### config.mk
export PLATFORM = sky130hd
export DESIGN_NAME = led_fade_blink_controller
export DESIGN_NICKNAME = d
export VERILOG_FILES = /design/src/lfb_pkg.sv /design/src/lfb_div.sv /design/src/lfb_datapath.sv /design/src/lfb_ctrl.sv /design/src/led_fade_blink_controller.sv
export SDC_FILE = /design/constraint.sdc
export NUM_CORES = 2
export LEC_CHECK = 0
export BUFFER_PORTS_ARGS = -buffer_cell sky130_fd_sc_hd__clkbuf_2
export CAP_MARGIN = 30
export CORE_AREA = 2 2 256 258
export CTS_CLUSTER_DIAMETER = 100
export DETAILED_ROUTE_END_ITERATION = 10
export DIE_AREA = 0 0 258 260
export PLACE_DENSITY = 0.75
export SYNTH_ARGS = -nofsm -noshare
export SYNTH_HDL_FRONTEND = slang
export SYNTH_SLANG_ARGS = --single-unit
### constraint.sdc
create_clock -name i_clk -period 12.17 [get_ports i_clk]
set_clock_uncertainty 0.15 [all_clocks]
set_input_delay 1.217 -clock i_clk [delete_from_list [all_inputs] [get_ports i_clk]]
set_output_delay 1.217 -clock i_clk [all_outputs]
set_load 0.03 [all_outputs]
### src/lfb_pkg.sv
// shared types and constants for the led fade and blink controller
// no dependencies; imported by every module of the block
`timescale 1ns / 1ps
`default_nettype none

package lfb_pkg;

    localparam int TIME_BITS     = 32;
    localparam int ACC_BITS      = 5;
    localparam int LEVEL_BITS    = 8;
    localparam int SPAN_BITS     = 16;
    localparam int CFG_ADDR_BITS = 5;
    localparam int CFG_DATA_BITS = 32;
    localparam int DIV_CNT_BITS  = $clog2(TIME_BITS);

    localparam logic [LEVEL_BITS-1:0] LEVEL_FULL = '1;

    // phase codes
    localparam logic [1:0] PH_OFF     = 2'd0;
    localparam logic [1:0] PH_RISING  = 2'd1;
    localparam logic [1:0] PH_ON      = 2'd2;
    localparam logic [1:0] PH_FALLING = 2'd3;

    // action codes
    localparam logic [1:0] ACT_TICK  = 2'd0;
    localparam logic [1:0] ACT_ON    = 2'd1;
    localparam logic [1:0] ACT_OFF   = 2'd2;
    localparam logic [1:0] ACT_BLINK = 2'd3;

    // register indexes
    localparam logic [2:0] REG_MAX_LEVEL = 3'd0;
    localparam logic [2:0] REG_RISE_MS   = 3'd1;
    localparam logic [2:0] REG_FALL_MS   = 3'd2;
    localparam logic [2:0] REG_ON_MS     = 3'd3;
    localparam logic [2:0] REG_PERIOD_MS = 3'd4;
    localparam logic [2:0] REG_INVERTED  = 3'd5;

    typedef struct packed {
        logic [1:0]           action;
        logic [TIME_BITS-1:0] now_ms;
    } t_in_word;

    typedef struct packed {
        logic [LEVEL_BITS-1:0] level;
        logic                  soft_bit;
        logic [1:0]            phase_out;
        logic                  blinking;
    } t_out_word;

    typedef struct packed {
        logic [LEVEL_BITS-1:0] max_level;
        logic [SPAN_BITS-1:0]  rise_ms;
        logic [SPAN_BITS-1:0]  fall_ms;
        logic [SPAN_BITS-1:0]  on_ms;
        logic [SPAN_BITS-1:0]  period_ms;
        logic                  inverted;
    } t_cfg;

    typedef struct packed {
        logic capture;
        logic start;
        logic apply;
    } t_ctrl_cmd;

    typedef struct packed {
        logic div_busy;
        logic out_free;
    } t_ctrl_status;

    typedef enum logic [3:0] {
        ST_IDLE  = 4'b0001,
        ST_LOAD  = 4'b0010,
        ST_DIV   = 4'b0100,
        ST_APPLY = 4'b1000
    } t_state;

endpackage

`default_nettype wire

### src/lfb_div.sv
// serial restoring divider, one quotient bit per cycle
// depends on lfb_pkg; a zero divisor yields a zero quotient
`timescale 1ns / 1ps
`default_nettype none

module lfb_div (
    input  wire logic                          i_clk,
    input  wire logic                          i_rst_n,
    input  wire logic                          i_start,
    input  wire logic [lfb_pkg::TIME_BITS-1:0] i_num,
    input  wire logic [lfb_pkg::SPAN_BITS-1:0] i_den,
    output logic                               o_busy,
    output logic [lfb_pkg::TIME_BITS-1:0]      o_quot
);
    import lfb_pkg::*;

    logic                    r_busy, n_busy;
    logic [DIV_CNT_BITS-1:0] r_cnt, n_cnt;
    logic [TIME_BITS-1:0]    r_quot, n_quot;
    logic [SPAN_BITS-1:0]    r_rem, n_rem;
    logic [SPAN_BITS-1:0]    r_den, n_den;
    logic [SPAN_BITS:0]      w_shift;

    always_comb begin
        n_busy  = r_busy;
        n_cnt   = r_cnt;
        n_quot  = r_quot;
        n_rem   = r_rem;
        n_den   = r_den;
        w_shift = {r_rem, r_quot[TIME_BITS-1]};
        if (i_start) begin
            n_busy = 1'b1;
            n_cnt  = '0;
            n_quot = i_num;
            n_rem  = '0;
            n_den  = i_den;
        end else if (r_busy) begin
            if (w_shift >= {1'b0, r_den}) begin
                n_rem  = SPAN_BITS'(w_shift - {1'b0, r_den});
                n_quot = {r_quot[TIME_BITS-2:0], 1'b1};
            end else begin
                n_rem  = w_shift[SPAN_BITS-1:0];
                n_quot = {r_quot[TIME_BITS-2:0], 1'b0};
            end
            n_cnt = r_cnt + 1'b1;
            if (r_cnt == DIV_CNT_BITS'(TIME_BITS - 1)) begin
                n_busy = 1'b0;
            end
        end
    end

    always_ff @(posedge i_clk) begin
        if (!i_rst_n) begin
            r_busy <= 1'b0;
            r_cnt  <= '0;
        end else begin
            r_busy <= n_busy;
            r_cnt  <= n_cnt;
        end
        r_quot <= n_quot;
        r_rem  <= n_rem;
        r_den  <= n_den;
    end

    assign o_busy = r_busy;
    assign o_quot = (r_den == '0) ? '0 : r_quot;

endmodule

`default_nettype wire

### src/lfb_datapath.sv
// datapath: phase state, timing, ramp operands, multiplier, divider and output register
// depends on lfb_pkg and lfb_div; driven by lfb_ctrl through command and status structs
`timescale 1ns / 1ps
`default_nettype none

module lfb_datapath (
    input  wire logic                  i_clk,
    input  wire logic                  i_rst_n,
    input  wire lfb_pkg::t_cfg         i_cfg,
    input  wire lfb_pkg::t_in_word     i_in_word,
    input  wire lfb_pkg::t_ctrl_cmd    i_cmd,
    output lfb_pkg::t_ctrl_status      o_status,
    output logic                       o_out_valid,
    input  wire logic                  i_out_stall,
    output lfb_pkg::t_out_word         o_out_word
);
    import lfb_pkg::*;

    t_in_word              r_item;
    logic [1:0]            r_phase, n_phase;
    logic [TIME_BITS-1:0]  r_event, n_event;
    logic [LEVEL_BITS-1:0] r_level, n_level;
    logic                  r_blink, n_blink;
    logic [ACC_BITS-1:0]   r_acc, n_acc;
    logic                  r_soft, n_soft;
    logic                  r_out_valid;
    t_out_word             r_out_word;

    logic [SPAN_BITS-1:0]           w_mul_a;
    logic [TIME_BITS-1:0]           w_mul_b;
    logic [SPAN_BITS-1:0]           w_den;
    logic [SPAN_BITS+TIME_BITS-1:0] w_prod;
    logic [TIME_BITS-1:0]           w_ramp_span;
    logic [TIME_BITS-1:0]           w_now;
    logic [TIME_BITS-1:0]           w_quot;
    logic                           w_div_busy;
    logic                           w_before;
    logic                           w_due;
    logic [LEVEL_BITS-1:0]          w_v;
    logic [ACC_BITS:0]              w_acc_sum;
    logic [SPAN_BITS+1:0]           w_blink_need;

    assign w_now = r_item.now_ms;

    // multiplier and divisor operands
    always_comb begin
        w_ramp_span = (r_phase == PH_RISING) ? TIME_BITS'(i_cfg.rise_ms)
                                             : TIME_BITS'(i_cfg.fall_ms);
        case (r_item.action)
            ACT_TICK: begin
                w_mul_a = SPAN_BITS'(i_cfg.max_level);
                w_mul_b = w_now - (r_event - w_ramp_span);
                w_den   = w_ramp_span[SPAN_BITS-1:0];
            end
            ACT_ON: begin
                w_mul_a = i_cfg.rise_ms;
                w_mul_b = r_event - w_now;
                w_den   = i_cfg.fall_ms;
            end
            ACT_OFF: begin
                w_mul_a = i_cfg.fall_ms;
                w_mul_b = r_event - w_now;
                w_den   = i_cfg.rise_ms;
            end
            default: begin
                w_mul_a = '0;
                w_mul_b = '0;
                w_den   = '0;
            end
        endcase
        w_prod = (SPAN_BITS+TIME_BITS)'(w_mul_a) * (SPAN_BITS+TIME_BITS)'(w_mul_b);
    end

    lfb_div u_div (
        .i_clk   (i_clk),
        .i_rst_n (i_rst_n),
        .i_start (i_cmd.start),
        .i_num   (w_prod[TIME_BITS-1:0]),
        .i_den   (w_den),
        .o_busy  (w_div_busy),
        .o_quot  (w_quot)
    );

    // state update
    always_comb begin
        n_phase  = r_phase;
        n_event  = r_event;
        n_level  = r_level;
        n_blink  = r_blink;
        n_acc    = r_acc;
        n_soft   = r_soft;
        w_before = (w_now < r_event);
        w_due    = !w_before;
        w_v      = w_quot[LEVEL_BITS-1:0];
        w_acc_sum    = '0;
        w_blink_need = (SPAN_BITS+2)'(i_cfg.rise_ms) + (SPAN_BITS+2)'(i_cfg.on_ms)
                     + (SPAN_BITS+2)'(i_cfg.fall_ms);
        case (r_item.action)
            ACT_TICK: begin
                case (r_phase)
                    PH_OFF: begin
                        if (r_blink && w_due) begin
                            n_event = w_now + TIME_BITS'(i_cfg.rise_ms);
                            n_phase = PH_RISING;
                        end
                    end
                    PH_RISING: begin
                        if (w_before) begin
                            n_level = i_cfg.inverted ? LEVEL_FULL - w_v : w_v;
                        end else begin
                            n_level = i_cfg.inverted ? LEVEL_FULL - i_cfg.max_level
                                                     : i_cfg.max_level;
                            n_event = w_now + TIME_BITS'(i_cfg.on_ms);
                            n_phase = PH_ON;
                        end
                    end
                    PH_ON: begin
                        if (r_blink && w_due) begin
                            n_event = w_now + TIME_BITS'(i_cfg.fall_ms);
                            n_phase = PH_FALLING;
                        end
                    end
                    default: begin
                        if (w_before) begin
                            n_level = i_cfg.inverted ? w_v + ~i_cfg.max_level
                                                     : i_cfg.max_level - w_v;
                        end else begin
                            n_level = i_cfg.inverted ? LEVEL_FULL : '0;
                            n_phase = PH_OFF;
                            n_event = w_now + TIME_BITS'(i_cfg.period_ms)
                                    - TIME_BITS'(i_cfg.on_ms) - TIME_BITS'(i_cfg.rise_ms)
                                    - TIME_BITS'(i_cfg.fall_ms);
                        end
                    end
                endcase
                w_acc_sum = {1'b0, r_acc} + (ACC_BITS+1)'(i_cfg.inverted)
                          + (ACC_BITS+1)'(n_level[LEVEL_BITS-1:LEVEL_BITS-ACC_BITS]);
                n_acc  = w_acc_sum[ACC_BITS-1:0];
                n_soft = w_acc_sum[ACC_BITS];
            end
            ACT_ON: begin
                if (r_phase == PH_OFF) begin
                    n_event = w_now + TIME_BITS'(i_cfg.rise_ms);
                    n_phase = PH_RISING;
                end else if (r_phase == PH_FALLING) begin
                    n_event = w_now + w_quot;
                    n_phase = PH_RISING;
                end
                n_blink = 1'b0;
            end
            ACT_OFF: begin
                if (r_phase == PH_ON) begin
                    n_event = w_now + TIME_BITS'(i_cfg.fall_ms);
                    n_phase = PH_FALLING;
                end else if (r_phase == PH_RISING) begin
                    n_event = w_now + w_quot;
                    n_phase = PH_FALLING;
                end
                n_blink = 1'b0;
            end
            default: begin
                if ((SPAN_BITS+2)'(i_cfg.period_ms) >= w_blink_need) begin
                    n_blink = 1'b1;
                end
            end
        endcase
    end

    always_ff @(posedge i_clk) begin
        if (!i_rst_n) begin
            r_phase     <= PH_OFF;
            r_event     <= '0;
            r_level     <= '0;
            r_blink     <= 1'b0;
            r_acc       <= '0;
            r_soft      <= 1'b0;
            r_out_valid <= 1'b0;
        end else begin
            if (i_cmd.apply) begin
                r_phase     <= n_phase;
                r_event     <= n_event;
                r_level     <= n_level;
                r_blink     <= n_blink;
                r_acc       <= n_acc;
                r_soft      <= n_soft;
                r_out_valid <= 1'b1;
            end else if (!i_out_stall) begin
                r_out_valid <= 1'b0;
            end
        end
        if (i_cmd.capture) begin
            r_item <= i_in_word;
        end
        if (i_cmd.apply) begin
            r_out_word.level     <= n_level;
            r_out_word.soft_bit  <= n_soft;
            r_out_word.phase_out <= n_phase;
            r_out_word.blinking  <= n_blink;
        end
    end

    assign o_status.div_busy = w_div_busy;
    assign o_status.out_free = !r_out_valid || !i_out_stall;
    assign o_out_valid       = r_out_valid;
    assign o_out_word        = r_out_word;

endmodule

`default_nettype wire

### src/lfb_ctrl.sv
// controller state machine: accept, operand load, divide, update
// depends on lfb_pkg; commands lfb_datapath through t_ctrl_cmd
`timescale 1ns / 1ps
`default_nettype none

module lfb_ctrl (
    input  wire logic                  i_clk,
    input  wire logic                  i_rst_n,
    input  wire logic                  i_in_valid,
    output logic                       o_in_stall,
    input  wire lfb_pkg::t_ctrl_status i_status,
    output lfb_pkg::t_ctrl_cmd         o_cmd
);
    import lfb_pkg::*;

    t_state r_state, n_state;

    always_comb begin
        n_state       = r_state;
        o_cmd.capture = 1'b0;
        o_cmd.start   = 1'b0;
        o_cmd.apply   = 1'b0;
        case (r_state)
            ST_IDLE: begin
                if (i_in_valid) begin
                    o_cmd.capture = 1'b1;
                    n_state       = ST_LOAD;
                end
            end
            ST_LOAD: begin
                o_cmd.start = 1'b1;
                n_state     = ST_DIV;
            end
            ST_DIV: begin
                if (!i_status.div_busy) begin
                    n_state = ST_APPLY;
                end
            end
            ST_APPLY: begin
                if (i_status.out_free) begin
                    o_cmd.apply = 1'b1;
                    n_state     = ST_IDLE;
                end
            end
            default: begin
                n_state = ST_IDLE;
            end
        endcase
    end

    always_ff @(posedge i_clk) begin
        if (!i_rst_n) begin
            r_state <= ST_IDLE;
        end else begin
            r_state <= n_state;
        end
    end

    assign o_in_stall = (r_state != ST_IDLE);

endmodule

`default_nettype wire

### src/led_fade_blink_controller.sv
// top level of the led fade and blink controller: register port, controller and datapath
// depends on lfb_pkg, lfb_ctrl, lfb_datapath and lfb_div
`timescale 1ns / 1ps
`default_nettype none

// One LED dimmer with off, rising, on and falling phases, switch on/off, blink mode
// and a soft PWM carry bit. Each input word gives an action and a millisecond time
// and yields exactly one output word. The result is loaded into the output register
// after these steps: capture the item, form the 16x32 product and start the divider,
// run the bit-serial divider that produces the ramp level or the rescaled deadline,
// see the divider finish, and update the state.
// Input stall is high for that whole time, and longer while the update waits on a
// stalled output, so no new item is taken before the last one is done; a finished
// word may wait in the output register while the next item is taken. Registers are
// written over the APB-style port at byte address 4*index and must only be changed
// while no item is in work.
module led_fade_blink_controller (
    input  wire logic                              i_clk,
    input  wire logic                              i_rst_n,
    input  wire logic                              i_in_valid,
    output logic                                   o_in_stall,
    input  wire lfb_pkg::t_in_word                 i_in_word,
    output logic                                   o_out_valid,
    input  wire logic                              i_out_stall,
    output lfb_pkg::t_out_word                     o_out_word,
    input  wire logic                              psel,
    input  wire logic                              penable,
    input  wire logic                              pwrite,
    input  wire logic [lfb_pkg::CFG_ADDR_BITS-1:0] paddr,
    input  wire logic [lfb_pkg::CFG_DATA_BITS-1:0] pwdata,
    output logic [lfb_pkg::CFG_DATA_BITS-1:0]      prdata,
    output logic                                   pready
);
    import lfb_pkg::*;

    t_cfg         r_cfg;
    t_ctrl_cmd    w_cmd;
    t_ctrl_status w_status;
    logic         w_cfg_wr;
    logic [2:0]   w_reg_idx;

    assign pready    = 1'b1;
    assign w_cfg_wr  = psel && penable && pwrite && pready;
    assign w_reg_idx = paddr[CFG_ADDR_BITS-1:2];

    always_ff @(posedge i_clk) begin
        if (!i_rst_n) begin
            r_cfg.max_level <= LEVEL_BITS'(255);
            r_cfg.rise_ms   <= SPAN_BITS'(250);
            r_cfg.fall_ms   <= SPAN_BITS'(250);
            r_cfg.on_ms     <= SPAN_BITS'(200);
            r_cfg.period_ms <= SPAN_BITS'(900);
            r_cfg.inverted  <= 1'b0;
        end else if (w_cfg_wr) begin
            case (w_reg_idx)
                REG_MAX_LEVEL: r_cfg.max_level <= pwdata[LEVEL_BITS-1:0];
                REG_RISE_MS:   r_cfg.rise_ms   <= pwdata[SPAN_BITS-1:0];
                REG_FALL_MS:   r_cfg.fall_ms   <= pwdata[SPAN_BITS-1:0];
                REG_ON_MS:     r_cfg.on_ms     <= pwdata[SPAN_BITS-1:0];
                REG_PERIOD_MS: r_cfg.period_ms <= pwdata[SPAN_BITS-1:0];
                REG_INVERTED:  r_cfg.inverted  <= pwdata[0];
                default: begin
                end
            endcase
        end
    end

    always_comb begin
        case (w_reg_idx)
            REG_MAX_LEVEL: prdata = CFG_DATA_BITS'(r_cfg.max_level);
            REG_RISE_MS:   prdata = CFG_DATA_BITS'(r_cfg.rise_ms);
            REG_FALL_MS:   prdata = CFG_DATA_BITS'(r_cfg.fall_ms);
            REG_ON_MS:     prdata = CFG_DATA_BITS'(r_cfg.on_ms);
            REG_PERIOD_MS: prdata = CFG_DATA_BITS'(r_cfg.period_ms);
            REG_INVERTED:  prdata = CFG_DATA_BITS'(r_cfg.inverted);
            default:       prdata = '0;
        endcase
    end

    lfb_ctrl u_ctrl (
        .i_clk      (i_clk),
        .i_rst_n    (i_rst_n),
        .i_in_valid (i_in_valid),
        .o_in_stall (o_in_stall),
        .i_status   (w_status),
        .o_cmd      (w_cmd)
    );

    lfb_datapath u_datapath (
        .i_clk       (i_clk),
        .i_rst_n     (i_rst_n),
        .i_cfg       (r_cfg),
        .i_in_word   (i_in_word),
        .i_cmd       (w_cmd),
        .o_status    (w_status),
        .o_out_valid (o_out_valid),
        .i_out_stall (i_out_stall),
        .o_out_word  (o_out_word)
    );

    // an accepted word closes the input until its result is loaded into the output register
    a_busy_after_accept: assert property (@(posedge i_clk) disable iff (!i_rst_n)
        (i_in_valid && !o_in_stall) |=> o_in_stall)
        else $error("input not stalled after accepting a word");

    // a new result only follows work on an item
    a_result_after_work: assert property (@(posedge i_clk) disable iff (!i_rst_n)
        $rose(o_out_valid) |-> $past(o_in_stall))
        else $error("result appeared without an item in work");

    // divider runs only while an item is in work
    a_div_in_work: assert property (@(posedge i_clk) disable iff (!i_rst_n)
        w_status.div_busy |-> o_in_stall)
        else $error("divider busy while input open");

    // the state update never overwrites a result still waiting
    a_no_overwrite: assert property (@(posedge i_clk) disable iff (!i_rst_n)
        w_cmd.apply |-> (!o_out_valid || !i_out_stall))
        else $error("output word overwritten while stalled");

endmodule

`default_nettype wire

# --- Yosys cells after proc, flatten, opt, wreduce, memory -nomap -nowiden ---
# Cells that the tools add are included.
op_classes:
  add_sub_neg: 21
  mul: 1
  order_cmp: 3
  eq_ne: 26
  muxes: 56
  bitwise: 2
  reduce_logical: 25
ops:
  columns: ["operator", "n"]
  rows:
  - ["32-bit two-way mux", 11]
  - ["32-bit case mux with 3 select lines", 2]
  - ["32-bit by 16-bit adder with 32-bit output", 4]
  - ["16-bit case mux with 3 select lines", 2]
  - ["16-bit case mux with 6 select lines", 1]
  - ["32-bit by 16-bit subtractor with 32-bit output", 3]
  - ["32-bit subtractor", 3]
  - ["8-bit two-way mux", 8]
  - ["32-bit case mux with 2 select lines", 1]
  - ["32-bit adder", 1]
  - ["32-bit < comparator", 1]
  - ["16-bit by 32-bit multiplier with 32-bit output", 1]
  - ["16-bit two-way mux", 2]
  - ["18-bit by 16-bit adder with 18-bit output", 1]
  - ["16-bit by 18-bit >= comparator with 1-bit output", 1]
  - ["16-bit by 16-bit adder with 17-bit output", 1]
  - ["17-bit by 16-bit >= comparator with 1-bit output", 1]
  - ["16-bit logical NOT", 1]
  - ["2-bit two-way mux", 8]
  - ["4-bit case mux with 4 select lines", 1]
  - ["8-bit case mux with 2 select lines", 1]
  - ["16-bit subtractor", 1]
  - ["8-bit subtractor, first input constant", 2]
  - ["2-bit AND reduction", 7]
  - ["other kinds (38)", 69]
totals:
  register_bits: 243
  in_bits: 78
  output_inout_bits: 47
  elab_cells: 159

# --- Depth between registers and ports, before layout ---
logic_depth:
  ltp_word: 9
  ltp_mapped: 47
  depth_no_buf: 44

# --- Cells and area by module ---
# Synthesis repeated with hierarchy kept, for this count alone.
unflattened:
  hier_cells: 4660
  area_unflattened_um2: 39185.1
modules_own_cells:
  columns: ["module", "n_inst", "cells_per_inst", "area_per_inst_um2", "seq_area_each_um2"]
  rows:
  - ["lfb_datapath", 1, 3904, 31396.4, 2382.3]
  - ["lfb_div", 1, 358, 3940.0, 1881.8]
  - ["led_fade_blink_controller", 1, 371, 3633.5, 1461.4]
  - ["lfb_ctrl", 1, 27, 215.2, 80.1]

# --- Least setup slack after synthesis ---
# OpenSTA, ideal clock, no wires.
synth_timing:
  kind: "reg2reg"
  startpoint: "reg u_datapath.r_phase[0]"
  endpoint: "reg u_datapath.u_div.r_quot[31], data pin"
  setup_time_ns: 0.263
  t_arrival_ns: 10.009
  t_required_ns: 11.757
  setup_slack_ns: 1.749
  path_stages_with_launch: 46
  path_buffers: 3
  period_less_slack_ns: 10.421
  path_cell_list: "dfxtp_1 clkbuf_1 clkinv_1 nor2_1 clkbuf_1 a21oi_1 ha_1 inv_1 ha_1 fa_1 a211oi_1 o21ai_1 a21oi_1 o21bai_1 a21oi_1 xnor2_1 a22o_1 clkbuf_1 [10 not listed] fa_1 inv_1 ha_1 a21o_1 a211oi_1 o21ai_0 a21oi_1 o31ai_1 a21o_1 a21oi_1 o21ai_0 a21o_1 a21oi_1 o21ai_0 a31oi_1 xnor3_1 xnor2_1 o21ai_1"
synth_between:
  elab_chain_len: 7
synth_rtl:
  columns: ["element", "line_no", "rtl"]
  rows:
  - ["start, declared", "lfb_datapath.sv:20", "logic [1:0] r_phase, n_phase;"]
  - ["start signal, assigned", "lfb_datapath.sv:180", "r_phase <= n_phase;"]
  - ["2-bit by 1-bit == test with 1-bit output", "lfb_datapath.sv:47", "w_ramp_span = (r_phase == PH_RISING) ? TIME_BITS'(i_cfg.rise_ms)"]
  - ["16-bit two-way mux", "lfb_datapath.sv:47", null]
  - ["32-bit subtractor (2 in series)", "lfb_datapath.sv:52", "w_mul_b = w_now - (r_event - w_ramp_span);"]
  - ["32-bit case mux with 2 select lines", "lfb_datapath.sv:49", "case (r_item.action)"]
  - ["16-bit by 32-bit multiplier with 32-bit output", "lfb_datapath.sv:71", "w_prod = (SPAN_BITS+TIME_BITS)'(w_mul_a) * (SPAN_BITS+TIME_BITS)'(w_mul_b);"]
  - ["32-bit two-way mux", "lfb_div.sv:31", "if (i_start) begin"]
  - ["net u_datapath.u_div.n_quot[31]", "lfb_div.sv:19", "logic [TIME_BITS-1:0] r_quot, n_quot;"]
  - ["end signal, assigned", "lfb_div.sv:60", "r_quot <= n_quot;"]
  - ["end, declared", "lfb_div.sv:19", null]
# The timed path passes the listed nets, and every way through them passes these cells.
# A chain may end at the register's enable or synchronous reset.

# --- Worst setup path after layout ---
# Same ends and word-level chain as after synthesis.

==> results.yml <==
drt:
  viasPerCell: 6.17
  antenna_left: 0
  drt_pass1_iterations: 6
  vias: 34400
  drc: 0
  first_iter_violations: 3779
  routed_wl_um: 119000
  avgRoutedWirePerCell_um: 21.4
placed_design:
  place.gp.congestion: 0.979
  dp.cells: 5522
  dpl_cell_area_um2: 39600
  post-place-ws_ns: 1.16
  io_buffers: 89
  dp_hpwl_um: 93500
hold_path:
  hold_path.class: "flip-flop to flip-flop"
final_layout:
  final_cell_area_um2: 40500
  fin_nets: 5541
  stdcell_count: 5576
  insertedDiodeCount: 0
  multi_input_area_um2: 29200
  syn_to_final_growth_pct: 6.31
  nFillCells: 5605
  regArea_um2: 5810
  drive_above_1_share: 0.0642
sta:
  hold_violations: 0
  timing.hold.ws_ns: 0.313
  setup-tns-final_ns: 0
  min_period_over_period: 0.920
  finalCriticalPeriod_ns: 11.20
  tightest_slew_ns: 1.12
  relSlewSlack: 0.254
  drv_slew: 0
  fmax_ghz: 0.0893
  rsz0062_at_grt: "no"
  setup_viol: 0
  setup_slack_ns: 0.971
pwr:
  p_leak_nw: 18.2
  powerDensity_nw_per_um2: 121
  vdd_drop_max_mv: 0.115
synth:
  ys_seq_area_frac: 0.152
  synth_area_um2: 38100
  syn_area_per_cell_um2: 8.14
  ys.flop_type: "dfxtp_1"
  ys_async_sr_fraction: 0
  post-synth-top-count-cell: "inv_1"
  synthCells: 4684
  synth_top_cell_by_area: "fa_1"
  synth.distinct_cells: 85
  synth_edf_count: 94
  synth_seq_cells: 243
  ys_top_cells_by_count: "598 x inv_1, 597 x nand2_1, 387 x ha_1, 378 x fa_1, 351 x a21oi_1"
  synthTopCellsByArea: "fa_1 20%, ha_1 13%, dfxtp_1 7.8%"
  yosys_warnings: 0
  synth.top_cell.area_share: 0.199
global_routing:
  grt_max_degree: 59
  antenna_found_initial: 3
  grt_overflow: 0
  grt_use_total: 0.355
  grt_pass1_vias: 33600
  grt_pass1_wl_um: 187000
floorplanning:
  dieHeight_um: 260
  rows: 93
  die_w_um: 258
  initial_utilization: 0.594
  die_area_um2: 67100
  core-area_um2: 64100
  ioPinCount: 125
clocking:
  cts.path.max_buffers: 3
  htreeDepth: 1
  clk_pin_slew_ns: 0.07
  clkSinkCount: 243
  cts_buffers: 29
  clk_latency_ns: 0.61
  cts_hold_buf: 0
  post-cts-setup-buffers: 0
  cts_root_buf: "clkbuf_16"
  cts_resized: 0
  cts_tree: "built"
setup_path:
  required_ns: 12.36
  critPathArrivalTime_ns: 11.39
  start_kind: "flip-flop"
  critPathKind: "flip-flop to flip-flop"
  slowest_stage: "fa_1"
  crit_top_cell: "fa_1"
  path_max_fanout: 15
  cp-end-kind: "flip-flop"
  slowest_delay_ns: 0.55
run_status:
  status: "completed"
flow_run:
  max-cap-violations: 0
## per-layer routing
layer  share of wire  GRT usage  up-vias
met2            0.45      0.566     1817
li1                -          -    15800
met4           0.059      0.175        0
met1            0.39      0.470    16400
met3            0.10     0.0580      403
met5               0          0        -
## logic make-up after synthesis
group,Yosys count,share of synthesized area
buf+inv,823,0.0828
other cells,2,0.000197
mux,75,0.0230
simple gates,1343,0.156
xor+xnor,286,0.0676
fa+ha+maj,765,0.326
flops,243,0.152
compound gates,1147,0.192
## power breakdown
| part | switching (W) | internal [W] |
|---|---|---|
| registers | 0.0000601 | 0.000893 |
| clock network | 0.000400 | 0.000468 |
| logic | 0.00183 | 0.00124 |
## state kept, by name, summed over array words and instances, names as in the netlist
register,flops
u_datapath.r_soft,1
u_datapath.u_div.o_busy,1
u_datapath.u_div.r_rem,16
u_datapath.u_div.r_den,16
u_datapath.r_acc,5
u_datapath.r_phase,2
u_datapath.o_out_word,12
u_datapath.u_div.r_quot,32
u_ctrl.r_state,4
u_datapath.r_blink,1
u_datapath.u_div.r_cnt,5
u_datapath.r_item,2
u_datapath.w_now,32
u_datapath.o_out_valid,1
u_datapath.r_event,32
u_datapath.r_level,8
r_cfg,73
## worst paths after layout
check,end,from,slack [ns],depth (start not counted)
worst min register to register,u_datapath.r_acc[3],u_datapath.r_acc[3],0.31,2
worst max register to register,u_datapath.u_div.r_quot[31],u_datapath.r_phase[0],0.97,45
worst max-delay path,u_datapath.u_div.r_quot[31],u_datapath.r_phase[0],0.97,45
worst min-delay path,u_datapath.r_acc[3],u_datapath.r_acc[3],0.31,2
## worst max-delay path, delay by kind of cell (launching register included)
kind,cells,cell delay (ns)
simple gates,5,0.42
xor+xnor,3,0.79
compound gates,20,4.12
fa+ha+maj,9,4.23
flops,1,0.35
buf+inv,8,0.84
## metrics by stage
step / utilization / total power [W]
finish: 0.632 / 0.00489
global route: 0.632 / 0.00531
CTS: 0.632 / 0.00488
detailed placement: 0.617 / 0.00398
global placement: 0.617 / 0.00393
floorplan: - / 0.00322
## final cells by class
type / count / share of cell area
multi-input cells: 3633 / 0.722
flip-flops and latches: 243 / 0.143
inverters: 601 / 0.0557
repair buffers: 190 / 0.0298
well taps: 855 / 0.0264
clock buffers: 34 / 0.0194
clock inverters: 20 / 0.00352
## placed cells by master, fill, tap and decap left out, drive strengths merged, types with 18 or more instances in the layout
master | Yosys | routed
ha | 387 | 387
a22oi | 62 | 62
nor3 | 55 | 55
edfxtp | 94 | 94
or3 | 18 | 18
inv | 598 | 603
xor2 | 66 | 66
and2 | 71 | 71
or2 | 20 | 20
and3 | 19 | 19
clkbuf | 185 | 123
o22ai | 30 | 30
buf | 37 | 100
a21oi | 351 | 351
nor2b | 37 | 37
nor2 | 338 | 338
a211oi | 24 | 24
dfxtp | 149 | 149
o21a | 34 | 34
o211ai | 44 | 44
o21ai | 245 | 245
nand2b | 48 | 48
nand3 | 68 | 68
fa | 378 | 378
nand2 | 597 | 597
o21bai | 57 | 57
a21o | 110 | 110
nand4 | 29 | 29
a31oi | 28 | 28
xnor2 | 215 | 215
mux2i | 55 | 55
(Power assumes the default switching activity.)
